===== src/rtl/ismt_ram.sv =====
// Generic simple dual-port RAM: one write port, one read port, registered read data.
// No dependencies.
`default_nettype none

module ismt_ram #(
	parameter int WIDTH = 32,
	parameter int WORDS = 16,
	parameter int ADDR_W = (WORDS > 1) ? $clog2(WORDS) : 1
) (
	input  wire logic              clk,
	input  wire logic              wr_en,
	input  wire logic [ADDR_W-1:0] wr_addr,
	input  wire logic [WIDTH-1:0]  wr_data,
	input  wire logic              rd_en,
	input  wire logic [ADDR_W-1:0] rd_addr,
	output      logic [WIDTH-1:0]  rd_data
);

	logic [WIDTH-1:0] mem [WORDS];

	// Write port
	always_ff @(posedge clk) begin
		if (wr_en) begin
			mem[wr_addr] <= wr_data;
		end
	end

	// Read port, registered read data
	always_ff @(posedge clk) begin
		if (rd_en) begin
			rd_data <= mem[rd_addr];
		end
	end

endmodule

`default_nettype wire


===== config.mk =====
export PLATFORM = sky130hd
export DESIGN_NAME = ismt_ram
export DESIGN_NICKNAME = d
export VERILOG_FILES = /design/src/rtl/ismt_ram.sv
export SDC_FILE = /design/constraint.sdc
export NUM_CORES = 1
export LEC_CHECK = 0
export BUFFER_PORTS_ARGS = -buffer_cell sky130_fd_sc_hd__buf_2
export CORE_MARGIN = 3
export CORE_UTILIZATION = 45
export DETAILED_ROUTE_END_ITERATION = 8
export PLACE_DENSITY = 0.64
export SLEW_MARGIN = 0
export SYNTH_ARGS = -nofsm -noshare
export SYNTH_HDL_FRONTEND = slang
export SYNTH_SLANG_ARGS = --single-unit

===== constraint.sdc =====
create_clock -name clk -period 10.5 [get_ports clk]
set_input_delay 1.05 -clock clk [delete_from_list [all_inputs] [get_ports clk]]
set_output_delay 1.05 -clock clk [all_outputs]
set_load 0.02 [all_outputs]

==> Word level (Yosys, flattened, before mapping) <==
Memory sizes are Yosys's and may differ from the RTL's. A register that Yosys moved wholly into a read port is not among the register bits.
Index checks and enable logic that the tools add are counted.
{ "totals": {"regBits": 0, "ramBits": 512, "in_bits": 43, "output_inout_bits": 32, "memories": 1} }
{ "classes": {"n_mux": 2} }
{ "memory_table": {"columns": ["name", "words", "width", "read_ports", "rd_ports_with_merged_regs", "wr", "line", "source"], "rows": [
  ["mem", 16, 32, 1, 1, 1, "19", "logic [WIDTH-1:0] mem [WORDS];"]
]} }
{ "op_table": {"columns": ["cell", "count"], "rows": [
  ["$mux 1", 2]
]} }

==> Longest topological paths before layout <==
Gate-level depths: netlist (run 1).
{ "logic_depth": {"ltp_word": 2, "mapped_depth": 5, "mapped_depth_nobuf": 3} }

==> Worst setup path after synthesis (run 1) <==
No wires, ideal clock.
{ "synth_timing": {"path_kind": "in2reg", "startpoint": "input wr_addr[2]", "endpoint": "memory mem[0][0] (enable)", "arrival_time_ns": 3.768, "setup_slack_ns": 6.270, "cell_stages": 2, "path_buffers": 0, "path_cell_list": "or3b_2 -> nor3_1"} }
{ "synth_lines": {"columns": ["item", "line", "source"], "rows": [
  ["start: declaration", "12", "input wire logic [ADDR_W-1:0] wr_addr,"],
  ["end: declaration", "19", null]
]} }
No word-level cell before the write port.

==> results of run 1 <==
[kinds of logic after synthesis]
| family | Yosys count | share of synthesized area, % |
|---|---|---|
| AOI/OAI and AO/OA | 64 | 2.38 |
| buffers and inverters | 43 | 1.10 |
| DFF | 544 | 81.0 |
| muxes | 128 | 14.3 |
| and+or+nand+nor | 59 | 1.25 |
[metal layers]
layer  global-route usage, %  wire (um)  vias to the layer above  share of wire [%]
met2                    28.8      20700                      318                 48
met4                    4.61        667                        4                1.6
met5                       0         26                        -              0.061
li1                        -          -                     3821                  -
met3                    3.26       2790                       55                6.5
met1                    27.5      18700                     4897                 44
[area by class of cell]
class,instances,area [um2]
Timing Repair Buffer,97,554
Clock buffer,62,1400
Fill cell,3286,20600
Multi-Input combinational cell,251,3750
Clock inverter,37,297
Tap cell,585,732
Sequential cell,544,16300
[cells in the final DEF, fill, tap and decap left out, drive strengths merged]
| cell type | instances |
|---|---|
| edfxtp | 544 |
| inv | 1 |
| buf | 96 |
| nand3b | 2 |
| clkinv | 31 |
| nand2b | 2 |
| mux4 | 128 |
| a22oi | 64 |
| bufinv | 5 |
| nand3 | 1 |
| nor2b | 2 |
| clkbuf | 63 |
| nor3 | 4 |
| or3b | 1 |
| and2 | 1 |
| nor2 | 13 |
| nand2 | 33 |
[final timing paths]
check	from	end	slack, ns	depth (start not counted)
min	mem[14][26]	rd_data[26]	0.74	3
max reg2reg	mem[11][16]	rd_data[16]	9.02	3
max	rd_addr[0]	rd_data[20]	6.76	6
min reg2reg	mem[14][26]	rd_data[26]	0.74	3
[Yosys cell counts (4+ instances only)]
cell / instances / share of area (%)
edfxtp_1: 544 / 81
mux4_2: 128 / 14
a22oi_1: 64 / 2.4
nand2_1: 33 / 0.61
clkbuf_1: 17 / 0.32
nor2_1: 13 / 0.24
buf_4: 11 / 0.41
buf_1: 9 / 0.17
buf_2: 4 / 0.099
nor3_1: 4 / 0.099
[through the flow]
step           setup slack, ns  area, um2  util [%]  instances  total power, uW
2_1_floorplan             6.27      20200         -        838             2630
3_5_place_dp              6.04      21400      49.0       1477             2730
3_3_place_gp              6.05      21400      49.0       1477             2720
4_1_cts                   6.65      23100      52.9       1576             4570
6_report                  6.76      23100      52.9       1576             4530
5_1_grt                   6.39      23100      52.9       1576             4680
[power by group]
part | switching, uW | total, uW | internal [uW]
sequential | 14.0 | 2460 | 2450
clock | 778 | 1850 | 1070
combinational | 133 | 216 | 82.3
[worst register-to-register path, stage by stage, from the launching register on]
cell	delay, ns
edfxtp_1	0.38
mux4_2	0.48
a22oi_1	0.21
nand2_1	0.15
[flip-flops by register name (all words and copies together) (netlist names)]
name and flops:
mem 512, rd_data 32
==> results by stage, run 1 <==
Status:
- The run finished with clean final reports.

Floorplan:
- The initial utilization of the core area, before any placement, comes to a little under half.
- The total I/O pin count is 75.
- In this run the horizontal extent of the chip is 218 um.
- The row count is 76.
- The core region is 43600 um2.
- The overall die height is between 200 and 250 um.
- The die covers 47400 um2.

STA:
- The upper clock frequency limit is ~270 MHz.
- The clock tree skew after final layout is 0.0106 ns.
- The tightest hold path in the finished design has a slack of 0.737 ns.
- The final critical path takes up 35.6% of the cycle.
- The final hold violation count came to 0.
- The final setup violation count is 0.
- Setup repair after global routing left no endpoint under its margin.
- The total negative setup slack is 0 ns.
- The max-slew violation total from the final report is 0.
- For the pin with the worst max-slew slack, the measured transition is 1.23 ns.
- After layout, the minimum clock period comes to 3.74 ns.
- Measured against its own limit, the worst slew margin works out to between 15 and 20%.

Setup path:
- The top cell family by delay on the critical path is buffers and inverters.
- Traced cell by cell, the critical path runs through clkbuf_8 > buf_4 > buf_4 > mux4_2 > a22oi_1 > nand2_1.
- The critical path is of the in -> reg type.
- In this design, the stage delay of the slowest critical-path cell is between 0.7 and 0.8 ns.
- Together, buffers and inverters on the worst path number 3.
- The slowest stage of the critical path is the buf_4 cell.
- Along the worst path, the maximum fanout reaches 51.
- Counting stages on the worst path, the most repeated cell is buf_4.
- For the worst setup path, the data required time is ~11 ns.
- The category of the worst setup path launch point is an input pin.
- The worst setup path is captured at a register.
- Data on the critical path arrives at its endpoint at between 4 and 5 ns.

Clock tree:
- Once the clock tree was built, the resizer swapped 0 gates to a different size.
- The total CTS buffers is 54.
- The root buffer cell chosen for the clock tree is clkbuf_16.
- Buffers added to address setup during post-CTS repair amount to 0.
- The clock latency at the later pin of the worst-skew pair is 0.58 ns.
- The maximum count of clock buffers along a single path is 3.
- The hold buffer count at CTS is 0.
- Clock-pin slew was measured on the worst setup and hold paths at 0.06 ns.
- The clock net in this run drives a total of 544 sinks.
- TritonCTS built the clock tree.
- CTS built an H-tree with a depth of 2.

Min path:
- The class of the worst hold path is reg -> reg.

Cells and area:
- The antenna diode instance count is 0.
- The growth of design area from synthesis to finish is 14.4%.
- Of the cells placed in the final design, the portion with a size suffix greater than 1 is 32.4%.
- The final net count is 991.

Place:
- At the end of routability-driven placement, the weighted congestion stood at 0.686.
- Summed over all nets, the half-perimeter wirelength after detailed placement is 19700 um.
- Port buffering added 74 buffers.

Synthesis:
- Counting flops with a built-in enable in the synthesized netlist gives 544.
- The synthesized netlist contains 17 unique library cells.
- The async set or reset register ratio after synthesis is 0%.
- Sequential elements use 81.0% of the synthesized area.
- The mapped netlist covers a little over 20000 um2.
- The total nets after synthesis is 881.
- After technology mapping, the gate count stands at between 800 and 900.
- The average cell area after synthesis is 24.1 um2.
- Synthesis inferred roughly 540 register bits.
- The number of synthesis warnings is 0.
- The dominant synthesized flop cell is edfxtp_1.

Global routing:
- The initial antenna violation count is 2.
- The number of global-route vias before repair came to roughly 9500.
- Summed over all layers, the global routing overflow is 0.
- Global routing consumed, over all layers together, 18.4% of the routing resources.
- The first global-routing pass estimated around 63000 um of wire.
- The largest net degree at the start of global routing is 53.

Pwr:
- The analysis attributes to cell leakage a power of roughly 0.0073 uW.
- The power density over the cells is 196 nW/um2.
- The worst-case IR drop observed on VDD is about 0.00013 V.

Route:
- In this run, the number of DRC markers left after iteration 0 of detailed routing was 909.
- The total wire length after detailed routing is 42900 um.
- The per-cell via count in the routed design is 5.77.
- In this run the remaining antenna-violating nets after routing total 0.
- After detailed routing, the average wire length per cell comes to 27.2 um.
- Summing over every cut layer, the via total after detailed routing is 9095.
- The first-pass iteration count of the detailed router is 5.
- The number of DRC violations after detailed routing is 0.

Run:
- The max-cap check violation count is 0.
No activity file was read; power rests on OpenSTA's default activity.
==> run 2: changes to the inputs <==
PLACE_DENSITY = 0.66   (was 0.64)
clock period = 3.1 ns   (was 10.5 ns; I/O delays follow)
==> results by stage, run 2 (synthesized netlist as in run 1, its figures left out) <==
Min path:
- The class of the worst hold path is in -> reg.
- The hold-critical path depth is 1 (-2).
- The end of the worst hold path is mem[9][14].
- The worst hold path begins at wr_data[14].

Global routing:
- The number of global-route vias before repair is 9568 (+0.84%).
- The routing usage on met1 is 27.9% (+0.41 points).
- The initial antenna violation count is 2 (unchanged).
- The wire length of the first global-routing pass is 63800 um (+0.69%).
- The global routing stage identified its most utilized layer as met2.
- The met2 routing resource usage after global routing came to 28.7% (-0.053 points).
- The largest net degree at the start of global routing was 42 (-21%).
- The met3 track demand over resource in global routing came to 3.12% (-0.14 points).
- The overall fraction of global-route tracks in use is 18.4% (-0.069 points).
- The overflow left after global routing was 0 (unchanged).

Cells and area:
- The register area is 16300 um2 (unchanged).
- The share of post-route cells with drive strength above 1 is 32.9% (+0.54 points).
- The final net count came to 1003 (+1.2%).
- The footprint of the multi-input gates was 3770 um2 (+0.67%).
- The register with the most flip-flops is mem.
- The flip-flop count of the largest register, all copies and words added is 512 (unchanged).
- The cell area after layout is 23300 um2 (+1.0%).
- In the final layout, the registers with the most flip-flops are mem: 512 flops, rd_data: 32 flops.
- Relative to the synthesized area, the layout overhead comes to 15.5%.
- The library cell used most frequently in the layout, excluding fill and tap cells, is edfxtp_1.
- The fill cell total of the finished layout is 3246 (-1.2%).
- Leaving out fill and tap cells, the most frequent cells in the layout are 544 x edfxtp_1, 128 x mux4_2, 72 x buf_2, 64 x a22oi_1, 53 x clkbuf_16.
- The number of cells in the finished layout apart from fillers was 1585 (+0.57%).
- The final core utilization is 53.4% (+0.53 points).

STA:
- The max-slew violation total from the final report is 0 (unchanged).
- The post-route minimum period is 1.63 ns.
- The final period utilization is 52.4%.
- Setup repair after global routing left no endpoint under its margin.
- The total negative setup slack was 0 ns (unchanged).
- Static timing analysis puts the maximum clock frequency at 615 MHz.
- The final hold violation count was 0 (unchanged).
- The clock tree skew after final layout is 0.0163 ns (+0.00568 ns).
- The final setup violation count is 0 (unchanged).
- The worst-case headroom to the max-slew limit was 51.4% (+34 points).
- The slew of the pin with the lowest slew margin is 0.727 ns (-0.507 ns).

Setup path:
- For this design, the slowest cell found on the critical path is mux4_2.
- The maximum single-stage delay on the critical path is 0.54 ns (-0.25 ns).
- The highest net fanout along the worst path was 23 (-55%).
- The depth of the worst register-to-register path is 3 (unchanged).
- The data required time of the worst path is 3.41 ns (-7.42 ns).
- The kind of end point of the critical path is a register.
- The signal on the critical path passes through clkbuf_8 > buf_4 > mux4_2 > a22oi_1 > nand2_1.
- The arrival time of data at the critical path endpoint was 1.94 ns (-2.12 ns).
- The kind of cell with the highest combined delay along the critical path is buffers and inverters.
- The endpoint identified for the worst register-to-register timing path is rd_data[16].
- The setup path with the least slack is of type in -> reg.
- The startpoint identified for the worst register-to-register timing path is mem[10][16].
- The flop-to-flop setup slack is 1.58 ns (-7.44 ns).
- The buffers plus inverters on the worst setup path came to 2 (-1).
- The category of the worst setup path launch point is an input pin.

Clock tree:
- The clock root buffer master is clkbuf_16.
- The number of setup buffers added after CTS came to 0 (unchanged).
- The maximum count of clock buffers along a single path came to 3 (unchanged).
- The clock tree from TritonCTS is yes.
- The number of sinks on the clock net is 544 (unchanged).
- The post-CTS clock slew at the launch and capture registers of the worst setup and hold paths was 0.06 ns (about the same).
- The clock latency at the later pin of the worst-skew pair was 0.57 ns (about the same).
- The total CTS buffers is 52 (-3.7%).
- The hold buffer count at CTS is 0 (unchanged).
- The H-tree depth is 2 (unchanged).
- The quantity of gates resized following cts is 0 (unchanged).

Floorplan:
- The overall die height is 218 um (unchanged).
- The row count was 76 (unchanged).
- The total I/O pin count is 75 (unchanged).
- The starting utilization of the core area is 46.2% (unchanged).
- The standard cell core area is 43600 um2 (unchanged).
- The die footprint is 47400 um2 (unchanged).
- The die span in x is 218 um (unchanged).

Place:
- The cell count after placement was 1491 (+0.95%).
- The routability-driven placement congestion ratio is 0.713 (+4.0%).
- The total half-perimeter wirelength after legalization and detailed placement is 22600 um (+14%).
- The count of input and output buffers is 74 (unchanged).
- The post-place instance area came to 21700 um2 (+1.4%).

Route:
- The number of DRC violations after detailed routing is 0 (unchanged).
- The total wire length after detailed routing is 42500 um (-0.92%).
- The DRC marker count from the first detailed-route iteration was 930 (+2.3%).
- The first-pass iteration count of the detailed router is 5 (unchanged).
- The per-cell via count in the routed design is 5.74 (-0.62%).
- The average detailed-routed wire length per instance is 26.8 um (-1.5%).
- The count of nets left with antenna violations after detail routing was 0 (unchanged).
- The number of vias after detailed routing came to 9090 (-0.055%).

Pwr:
- The power density over the cells was 651 nW/um2 (+230%).
- The total leakage power is 0.00743 uW (+1.2%).
- The sum of internal, switching and leakage power is 15200 uW (+230%).
- The worst-case vdd ir drop came to 0.000399 V (+220%).

Status:
- The run finished with clean final reports.

Run:
- The max-cap check violation count is 0 (unchanged).
## run 2: changes by cell type in the layout (fill, tap and decap cells not counted), moves of 2 or more
cell       previous run  this run
buf_12                0        14
clkbuf_1              7        11
clkbuf_16            55        53
clkinv_1             17        13
clkinv_2             13        11
nor3_2                4         0
nor3_4                0         4
## run 2: metal layers
metal / vias up / routed length (um)
li1: 3843 / -
met1: 4865 / 18700
met2: 323 / 20300
met3: 55 / 2830
met4: 4 / 597
met5: - / 23
## run 2: how the worst max path moves through the flow
stage               depth (start not counted)  slack (ns)          end       start
finish                                      5        1.47  rd_data[16]  rd_addr[0]
global route                                5        1.39  rd_data[16]  rd_addr[0]
CTS                                         5        1.50  rd_data[16]  rd_addr[0]
detailed placement                          5        0.87  rd_data[16]  rd_addr[0]
global placement                            5        0.91  rd_data[16]  rd_addr[0]
floorplan                                   2        0.48    mem[1][0]  wr_addr[2]
## run 2: power by group
part | internal [uW] | total (uW) | switching (uW)
combinational | 302 | 761 | 458
clock | 3520 | 6070 | 2550
sequential | 8290 | 8340 | 48.1
total | 12100 | 15200 | 3050
## run 2: worst register-to-register path, cell delays in order (launching register included)
cell and delay (ns):
edfxtp_1 0.38, mux4_2 0.47, a22oi_1 0.33, nand2_1 0.08
## run 2: cell type report
type | count | area share, %
diodes | 1 | 0.0107
flip-flops and latches | 544 | 70.1
multi-input cells | 251 | 16.2
well taps | 585 | 3.14
repair buffers | 111 | 3.58
clock inverters | 29 | 1.09
clock buffers | 64 | 5.87
## run 2: metrics by stage
| stage | setup slack, ns | hold WS (ns) |
|---|---|---|
| after global routing | 1.39 | 0.108 |
| after CTS | 1.50 | 0.0917 |
| after floorplan | 0.482 | 0.409 |
| after global placement | 0.905 | 0.680 |
| final | 1.47 | 0.110 |
| after detailed placement | 0.869 | 0.695 |
